==> src/design/mhpq_pkg.sv <==
// shared widths, codes and result type of the max-heap priority queue
`timescale 1ns / 1ps

package mhpq_pkg;

   localparam int KEY_W        = 32;
   localparam int COUNT_W      = 11;
   localparam int STATUS_W     = 2;
   localparam int CAPACITY_DEF = 1024;

   localparam logic CMD_INSERT = 1'b0;
   localparam logic CMD_POP    = 1'b1;

   localparam logic [STATUS_W-1:0] ST_DONE  = 2'd0;
   localparam logic [STATUS_W-1:0] ST_EMPTY = 2'd1;
   localparam logic [STATUS_W-1:0] ST_FULL  = 2'd2;

   typedef struct packed {
      logic signed [KEY_W-1:0] popped_key;
      logic [STATUS_W-1:0]     status;
      logic [COUNT_W-1:0]      count;
   } result_type;

endpackage

==> src/design/mhpq_ctrl.sv <==
// sift sequencer with the shared key comparator
`timescale 1ns / 1ps

module mhpq_ctrl #(
   parameter int CAPACITY = mhpq_pkg::CAPACITY_DEF
) (
   input  logic                                clock,
   input  logic                                reset,
   input  logic                                req_valid,
   output logic                                req_ready,
   input  logic                                req_command,
   input  logic signed [mhpq_pkg::KEY_W-1:0]   req_key,
   output logic                                mem_we,
   output logic [$clog2(CAPACITY)-1:0]         mem_waddr,
   output logic signed [mhpq_pkg::KEY_W-1:0]   mem_wdata,
   output logic [$clog2(CAPACITY)-1:0]         mem_raddr_a,
   output logic [$clog2(CAPACITY)-1:0]         mem_raddr_b,
   input  logic signed [mhpq_pkg::KEY_W-1:0]   mem_rdata_a,
   input  logic signed [mhpq_pkg::KEY_W-1:0]   mem_rdata_b,
   output logic                                res_valid,
   input  logic                                res_ready,
   output mhpq_pkg::result_type                res
);

   localparam int AW    = $clog2(CAPACITY);
   localparam int CW    = $clog2(CAPACITY + 1);
   localparam int IW    = AW + 2;
   localparam int EXT_W = (CW > mhpq_pkg::COUNT_W) ? CW : mhpq_pkg::COUNT_W;

   localparam logic [2:0] S_IDLE   = 3'd0;
   localparam logic [2:0] S_UP     = 3'd1;
   localparam logic [2:0] S_UP_CMP = 3'd2;
   localparam logic [2:0] S_POP_LD = 3'd3;
   localparam logic [2:0] S_DN     = 3'd4;
   localparam logic [2:0] S_DN_SEL = 3'd5;
   localparam logic [2:0] S_DN_CMP = 3'd6;
   localparam logic [2:0] S_FIN    = 3'd7;

   logic [2:0]                        state_ff, state_in;
   logic [AW-1:0]                     pos_ff, pos_in;
   logic [AW-1:0]                     big_ff, big_in;
   logic signed [mhpq_pkg::KEY_W-1:0] key_ff, key_in;
   logic signed [mhpq_pkg::KEY_W-1:0] bval_ff, bval_in;
   logic signed [mhpq_pkg::KEY_W-1:0] popped_ff, popped_in;
   logic [mhpq_pkg::STATUS_W-1:0]     status_ff, status_in;
   logic [CW-1:0]                     count_ff, count_in;
   logic                              rvalid_ff, rvalid_in;

   logic signed [mhpq_pkg::KEY_W-1:0] cmp_a, cmp_b;
   logic                              lt;
   logic [AW-1:0]                     parent;
   logic [IW-1:0]                     left_ix, right_ix, n_ext;
   logic [EXT_W-1:0]                  count_ext;

   // the one comparator, operands steered by the sequencer
   assign lt = cmp_a < cmp_b;

   assign parent   = (pos_ff - AW'(1)) >> 1;
   assign left_ix  = {1'b0, pos_ff, 1'b1};
   assign right_ix = left_ix + IW'(1);
   assign n_ext    = IW'(count_ff);

   assign count_ext      = EXT_W'(count_ff);
   assign res.popped_key = popped_ff;
   assign res.status     = status_ff;
   assign res.count      = count_ext[mhpq_pkg::COUNT_W-1:0];

   assign req_ready = (state_ff == S_IDLE);
   assign res_valid = (state_ff == S_FIN);

   always_comb begin
      state_in    = state_ff;
      pos_in      = pos_ff;
      big_in      = big_ff;
      key_in      = key_ff;
      bval_in     = bval_ff;
      popped_in   = popped_ff;
      status_in   = status_ff;
      count_in    = count_ff;
      rvalid_in   = rvalid_ff;
      mem_we      = 1'b0;
      mem_waddr   = pos_ff;
      mem_wdata   = key_ff;
      mem_raddr_a = parent;
      mem_raddr_b = left_ix[AW-1:0];
      cmp_a       = key_ff;
      cmp_b       = bval_ff;
      unique case (state_ff)
         S_IDLE: begin
            // root and last leaf are fetched up front for a pop
            mem_raddr_a = '0;
            mem_raddr_b = AW'(count_ff - CW'(1));
            if (req_valid) begin
               popped_in = '0;
               status_in = mhpq_pkg::ST_DONE;
               key_in    = req_key;
               if (req_command == mhpq_pkg::CMD_INSERT) begin
                  if (count_ff >= CW'(CAPACITY)) begin
                     status_in = mhpq_pkg::ST_FULL;
                     state_in  = S_FIN;
                  end else begin
                     pos_in   = count_ff[AW-1:0];
                     count_in = count_ff + CW'(1);
                     state_in = S_UP;
                  end
               end else begin
                  if (count_ff == '0) begin
                     status_in = mhpq_pkg::ST_EMPTY;
                     state_in  = S_FIN;
                  end else begin
                     pos_in   = '0;
                     count_in = count_ff - CW'(1);
                     state_in = S_POP_LD;
                  end
               end
            end
         end
         S_POP_LD: begin
            popped_in = mem_rdata_a;
            key_in    = mem_rdata_b;
            state_in  = S_DN;
         end
         S_UP: begin
            if (pos_ff == '0) begin
               mem_we   = 1'b1;
               state_in = S_FIN;
            end else begin
               state_in = S_UP_CMP;
            end
         end
         S_UP_CMP: begin
            cmp_a = mem_rdata_a;
            cmp_b = key_ff;
            mem_we = 1'b1;
            if (lt) begin
               // parent moves down into the hole
               mem_wdata = mem_rdata_a;
               pos_in    = parent;
               state_in  = S_UP;
            end else begin
               state_in = S_FIN;
            end
         end
         S_DN: begin
            mem_raddr_a = left_ix[AW-1:0];
            mem_raddr_b = right_ix[AW-1:0];
            if (left_ix >= n_ext) begin
               mem_we   = 1'b1;
               state_in = S_FIN;
            end else begin
               rvalid_in = (right_ix < n_ext);
               state_in  = S_DN_SEL;
            end
         end
         S_DN_SEL: begin
            cmp_a = mem_rdata_a;
            cmp_b = mem_rdata_b;
            // left child wins ties
            if (rvalid_ff && lt) begin
               big_in  = right_ix[AW-1:0];
               bval_in = mem_rdata_b;
            end else begin
               big_in  = left_ix[AW-1:0];
               bval_in = mem_rdata_a;
            end
            state_in = S_DN_CMP;
         end
         S_DN_CMP: begin
            mem_we = 1'b1;
            if (lt) begin
               mem_wdata = bval_ff;
               pos_in    = big_ff;
               state_in  = S_DN;
            end else begin
               state_in = S_FIN;
            end
         end
         S_FIN: begin
            if (res_ready) begin
               state_in = S_IDLE;
            end
         end
         default: begin
            state_in = S_IDLE;
         end
      endcase
   end

   always_ff @(posedge clock) begin
      if (reset) begin
         state_ff <= S_IDLE;
         count_ff <= '0;
      end else begin
         state_ff <= state_in;
         count_ff <= count_in;
      end
      pos_ff    <= pos_in;
      big_ff    <= big_in;
      key_ff    <= key_in;
      bval_ff   <= bval_in;
      popped_ff <= popped_in;
      status_ff <= status_in;
      rvalid_ff <= rvalid_in;
   end

endmodule

==> config.mk <==
export PLATFORM = sky130hd
export DESIGN_NAME = mhpq_ctrl
export DESIGN_NICKNAME = d
export VERILOG_FILES = /design/src/design/mhpq_pkg.sv /design/src/design/mhpq_ctrl.sv
export SDC_FILE = /design/constraint.sdc
export NUM_CORES = 1
export LEC_CHECK = 0
export BUFFER_PORTS_ARGS = -buffer_cell sky130_fd_sc_hd__buf_2
export CORE_ASPECT_RATIO = 0.9
export CORE_MARGIN = 2
export CORE_UTILIZATION = 50
export CTS_CLUSTER_SIZE = 8
export DETAILED_ROUTE_END_ITERATION = 6
export GPL_ROUTABILITY_DRIVEN = 0
export PLACE_DENSITY = 0.77
export SETUP_SLACK_MARGIN = 0.05
export SYNTH_ARGS = -nofsm -noshare
export SYNTH_HDL_FRONTEND = slang
export SYNTH_SLANG_ARGS = --single-unit
==> constraint.sdc <==
create_clock -name clock -period 5.87 [get_ports clock]
set_clock_uncertainty 0.1 [all_clocks]
set_input_delay 1.174 -clock clock [delete_from_list [all_inputs] [get_ports clock]]
set_output_delay 1.174 -clock clock [all_outputs]
set_load 0.05 [all_outputs]
==> impl_metrics.toml, run 1 <==
[outcome]
status = "finished, final reports clean"

[placed_design]
place_area_um2 = 10600
port_buffers = 210
preCtsSetupSlack_ps = 366
dp_hpwl_mm = 18.2

[critical_path]
critPathArrivalTime_ps = 4240
start_kind = "flip-flop"
path_max_fanout = 57
crit_type = "reg -> out"
worstPathRequired_ps = 4600
critPathCaptureType = "primary output"

[final_layout]
multiInputGateArea_um2 = 5260
seq_area_um2 = 3860
final_nets = 1358
drive_above_1_share_pct = 27.9
fillers = 1601
finish.instance_area_um2 = 11300
syn2layout_area_growth_pct = 19.2

[synthesis]
yosysSeqAreaShare_pct = 40.7
synth_area_leader_cell = "edfxtp_1"
ys_ff_latch = 133
synth_top_area_share_pct = 37.7
async_flop_share_pct = 0
synth_warnings = 0
synthTopCellsByArea = "edfxtp_1, mux2_2, ha_1, a21oi_1, nand2_1"
synthSimpleGateAreaFrac_pct = 17.8
synth_cells = 1038
yosysUniqueCellTypes = 59
syn_avg_cell_area_um2 = 9.12
synth.area.mux_share_pct = 12.1
syn_nets = 1196
netlist_area_um2 = 9470
synth-adder-area-share_pct = 7.53
synth_top_family_by_area = "simple AND/OR/NAND/NOR gates"
synth_edf_count = 119
synth_compound_area_share_pct = 14.4
synth_top_flop_cell = "edfxtp_1"
synth_xor_area_share_pct = 3.24

[die]
start_util_pct = 51.3
die_area_um2 = 20100
ios = 211
die_x_um = 149
core_area_um2 = 18500
rows = 47
die_y_um = 135

[timing]
finalSetupViolCount = 0
rsz0062_at_grt = "no"
period_needed_ps = 5510
period_share_pct = 93.9
max_freq_mhz = 182
setup_ws_ps = 361
tns_ps = 0
slew_headroom_pct = 29.7
tightest_slew_ps = 1050
hold_viol = 0
drv_slew = 0

[run]
maxCapViolCount = 0

[cts]
root_buffer = "clkbuf_16"
clk_latency_ps = 430
clk_pin_slew_ps = 60
cts_tree = "built"
cts_buffer_depth = 2
clock_sinks = 133
cts_htree_levels = 4
cts_inserted_buffers = 17
cts_hold_buffers = 0

[routing]
ant_nets = 0
wl_mm = 26.5
num_vias = 8518
drc = 0
drt_iter0_drc = 755
first_pass_iters = 5
wire_per_inst_um = 18.1
viasPerCell = 5.82

[global_routing]
grt_max_degree = 99
grt_util_all_layers_pct = 26.7
grt.overflow.total = 0
grt_pass1_vias = 8156
grt_pass1_wl_mm = 42.3
antenna_found_initial = 5

[hold_path]
hp-class = "reg -> reg"
-- stage by stage --
step | instances | utilization, % | hold slack [ps]
floorplan | 1038 | - | 425
global placement | 1425 | 57.6 | 450
CTS | 1457 | 60.8 | 469
detailed placement | 1425 | 57.6 | 456
global route | 1463 | 61.1 | 505
finish | 1463 | 61.1 | 469
-- cells in the mapped netlist, types with 25 or more instances --
cell type  number
o21ai_0        59
clkbuf_1       66
nand3_1        25
ha_1           57
a21oi_1       138
and2_1         32
nand2_1       148
edfxtp_1      119
mux2i_1        40
mux2_2         66
xnor2_1        26
nor2_1         82
-- worst paths after layout --
check	end	start	depth (start not counted)	slack [ps]
max	mem_wdata[1]	state_ff[2]	14	360
min	mem_waddr[9]	big_ff[9]	2	470
max reg2reg	bval_ff[19]	state_ff[2]	12	1060
min reg2reg	mem_waddr[9]	big_ff[9]	2	470
-- metal layers --
| layer | vias to the layer above | track usage [%] | part of all wire (%) |
|---|---|---|---|
| met5 | - | 0 | 0 |
| met4 | 0 | 9.68 | 2.8 |
| met3 | 50 | 5.44 | 7.5 |
| met2 | 397 | 42.4 | 47 |
| met1 | 4001 | 36.3 | 42 |
| li1 | 4070 | - | - |
-- state kept, by name (all words and copies together), names as in the netlist --
signal / cells
bval_ff: 32
key_ff: 32
popped_ff: 32
count_ext: 11
big_ff: 10
mem_waddr: 10
state_ff: 3
status_ff: 2
rvalid_ff: 1
-- placed cells by master, fill, tap and decap left out, drive strengths merged, types with 9 or more instances in the layout --
master,Yosys,routed
nand4,9,9
dfxtp,14,14
a21oi,139,139
inv,16,19
mux2,66,66
xnor2,26,26
nand3,25,25
or3,15,15
buf,15,221
nor3,16,16
and2,33,33
and3,11,11
nor2,83,83
mux2i,40,40
o21ai,59,59
xor2,9,9
nand2,149,149
clkbuf,66,20
ha,57,57
edfxtp,119,119
-- area by class of cell --
type / instances / share of cell area [%]
Antenna cell: 5 / 0.111
Clock buffer: 17 / 3.77
Clock inverter: 15 / 1.37
Inverter: 16 / 0.532
Multi-Input combinational cell: 808 / 46.6
Sequential cell: 133 / 34.2
Tap cell: 245 / 2.72
Timing Repair Buffer: 224 / 10.7
-- critical path: stages (launching register included) --
cell and delay (ps):
dfxtp_4 350, buf_4 630, o21ai_0 220, a21oi_1 190, a21oi_1 60, ha_1 320
a211oi_1 260, nor2_1 100, a2111oi_2 450, a21oi_2 160, nor4_4 260, buf_12 260
nor2_1 60, a21oi_1 190, clkbuf_4 280
-- cell families after synthesis --
family          after synthesis
simple gates                366
xor+xnor                     35
compound gates              244
fa+ha+maj                    57
flops                       133
buf+inv                      97
mux                         106
-- repair_timing --
item                       in CTS  in global routing
setup endpoints to repair      32                 32
buffers inserted                0                  1
pin swaps                       0                  1
gates resized for setup         3                  9
Power of run 1 is not shown: default switching activity piles up to over one toggle a cycle in this logic, so the estimate is an artifact.
==> run 2: changes to the inputs <==
CORE_UTILIZATION = 51   (was 50)
CTS_BUF_LIST = sky130_fd_sc_hd__clkbuf_2 sky130_fd_sc_hd__clkbuf_4 sky130_fd_sc_hd__clkbuf_8   (was not set)
PLACE_DENSITY = 0.79   (was 0.77)
==> run 2 against run 1 <==
  * Fmax is 2.0% lower
  * Sequential share of layout area is 0.32 points higher
  * Critical path type unchanged
  * Critical path depth stayed put
  * Cell count is 0.14% higher
  * Count of clock-buffer cells in the layout stayed put
  * Global-route usage is 0.41 points lower
  * Final area is 0.93% lower
  * Die area is 1.9% lower
  * Worst setup slack worse by 110 ps
  * Wire length is 0.75% lower
  * Non-clock buffer count is 4 higher
==> impl_metrics.toml, run 2 (same netlist as run 1, synthesis figures left out) <==
[global_routing]
grt.overflow.total = 0
grt_max_degree = 65
grt_pass1_vias = 8130
grt_pass1_wl_mm = 41.2
antenna_found_initial = 3
grt_util_all_layers_pct = 26.3

[critical_path]
rr_worst_depth = 12
worst_path_largest_cell_delay_ps = 440
slowest_stage = "dfxtp_2"
timing.rr.start = "state_ff[1]"
crit_type = "reg -> out"
rrSetupSlack_ps = 1000
critPathCaptureType = "primary output"
reg2reg_to = "bval_ff[11]"
worstPathRequired_ps = 4600
path_max_fanout = 38
startpoint = "state_ff[1]"
crit_chain = "and3b_4 -> nor2_4 -> buf_12 -> mux2_2 -> ha_1 -> a211oi_1 -> nor2_1 -> o22ai_1 -> a21boi_0 -> nor4_4 -> buf_12 -> nor2_1 -> a21oi_1 -> clkbuf_4"
start_kind = "flip-flop"
critPathArrivalTime_ps = 4350
endpoint = "mem_wdata[27]"

[die]
die_area_um2 = 19700
die_y_um = 133
die_x_um = 148
ios = 211
rows = 47
core_area_um2 = 18300
start_util_pct = 51.8

[cts]
clk_latency_ps = 470
clock_sinks = 133
cts_hold_buffers = 0
cts_tree = "built"
root_buffer = "clkbuf_8"
cts_buffer_depth = 2
cts_htree_levels = 4
clk_pin_slew_ps = 80
cts_inserted_buffers = 17

[routing]
wl_mm = 26.3
viasPerCell = 5.85
wire_per_inst_um = 17.9
drc = 0
num_vias = 8573
drt_iter0_drc = 731
first_pass_iters = 6
ant_nets = 0

[final_layout]
final_nets = 1362
mostFrequentLayoutCell = "buf_2"
drive_above_1_share_pct = 28.3
syn2layout_area_growth_pct = 18.1
top_regs = "bval_ff (32), key_ff (32), popped_ff (32)"
mostFrequentLayoutCells = "buf_2, nand2_1, a21oi_1"

[hold_path]
hold_depth = 2
hp-class = "reg -> reg"

[placed_design]
port_buffers = 210
dp_hpwl_mm = 18.4

[timing]
period_share_pct = 95.7
max_freq_mhz = 178
period_needed_ps = 5620
rsz0062_at_grt = "no"
tightest_slew_ps = 1030
tns_ps = 0
hold_viol = 0
finalSetupViolCount = 0
slew_headroom_pct = 31.4
drv_slew = 0

[outcome]
status = "finished, final reports clean"

[run]
maxCapViolCount = 0
-- run 2: cell type report --
type,instances,area (um2)
clock buffers,17,234
clock inverters,14,200
diodes,4,10.0
flip-flops and latches,133,3860
fillers,1550,7110
well taps,245,307
inverters,16,60.1
repair buffers,228,1240
multi-input cells,808,5270
-- run 2: how the worst min path moves through the flow --
stage	startpoint	endpoint	slack, ps
after floorplan	big_ff[9]	mem_waddr[9]	430
after global placement	big_ff[9]	mem_waddr[9]	440
after detailed placement	big_ff[9]	mem_waddr[9]	450
after CTS	big_ff[9]	mem_waddr[9]	470
after global routing	big_ff[9]	mem_waddr[9]	490
final	big_ff[9]	mem_waddr[9]	480
-- run 2: per-layer routing --
metal	vias up	global-route usage, %	routed length [um]
met5	-	0	0
met1	4052	35.2	11400
li1	4086	-	-
met3	43	5.38	1990
met2	392	42.6	12300
met4	0	9.03	531
-- run 2: metrics by stage --
| step | worst slack (ps) | instances | utilization [%] | hold WS, ps | area [um2] |
|---|---|---|---|---|---|
| 2_1_floorplan | 126 | 1038 | - | 425 | 9470 |
| 3_3_place_gp | 588 | 1427 | 58.3 | 442 | 10700 |
| 3_5_place_dp | 428 | 1427 | 58.3 | 450 | 10700 |
| 4_1_cts | 103 | 1461 | 60.9 | 468 | 11100 |
| 5_1_grt | 54.1 | 1462 | 61.1 | 489 | 11200 |
| 6_report | 251 | 1465 | 61.1 | 475 | 11200 |
-- run 2: what timing repair did --
item,4_1_cts,5_1_grt
setup endpoints to repair,21,32
resized for setup,5,13
pin swaps,2,1
gates cloned,0,0
setup buffers,3,0
-- run 2: critical path: cells and delay by family (launching register included) --
family                   cells  cell delay (ps)
AND/OR/NAND/NOR              5             1100
AO/OA/AOI/OAI                4              900
buffers and inverters        3              770
flip-flops                   1              440
multiplexers                 1              360
adder cells (fa/ha/maj)      1              320
Power of run 2 is left out for the same reason.
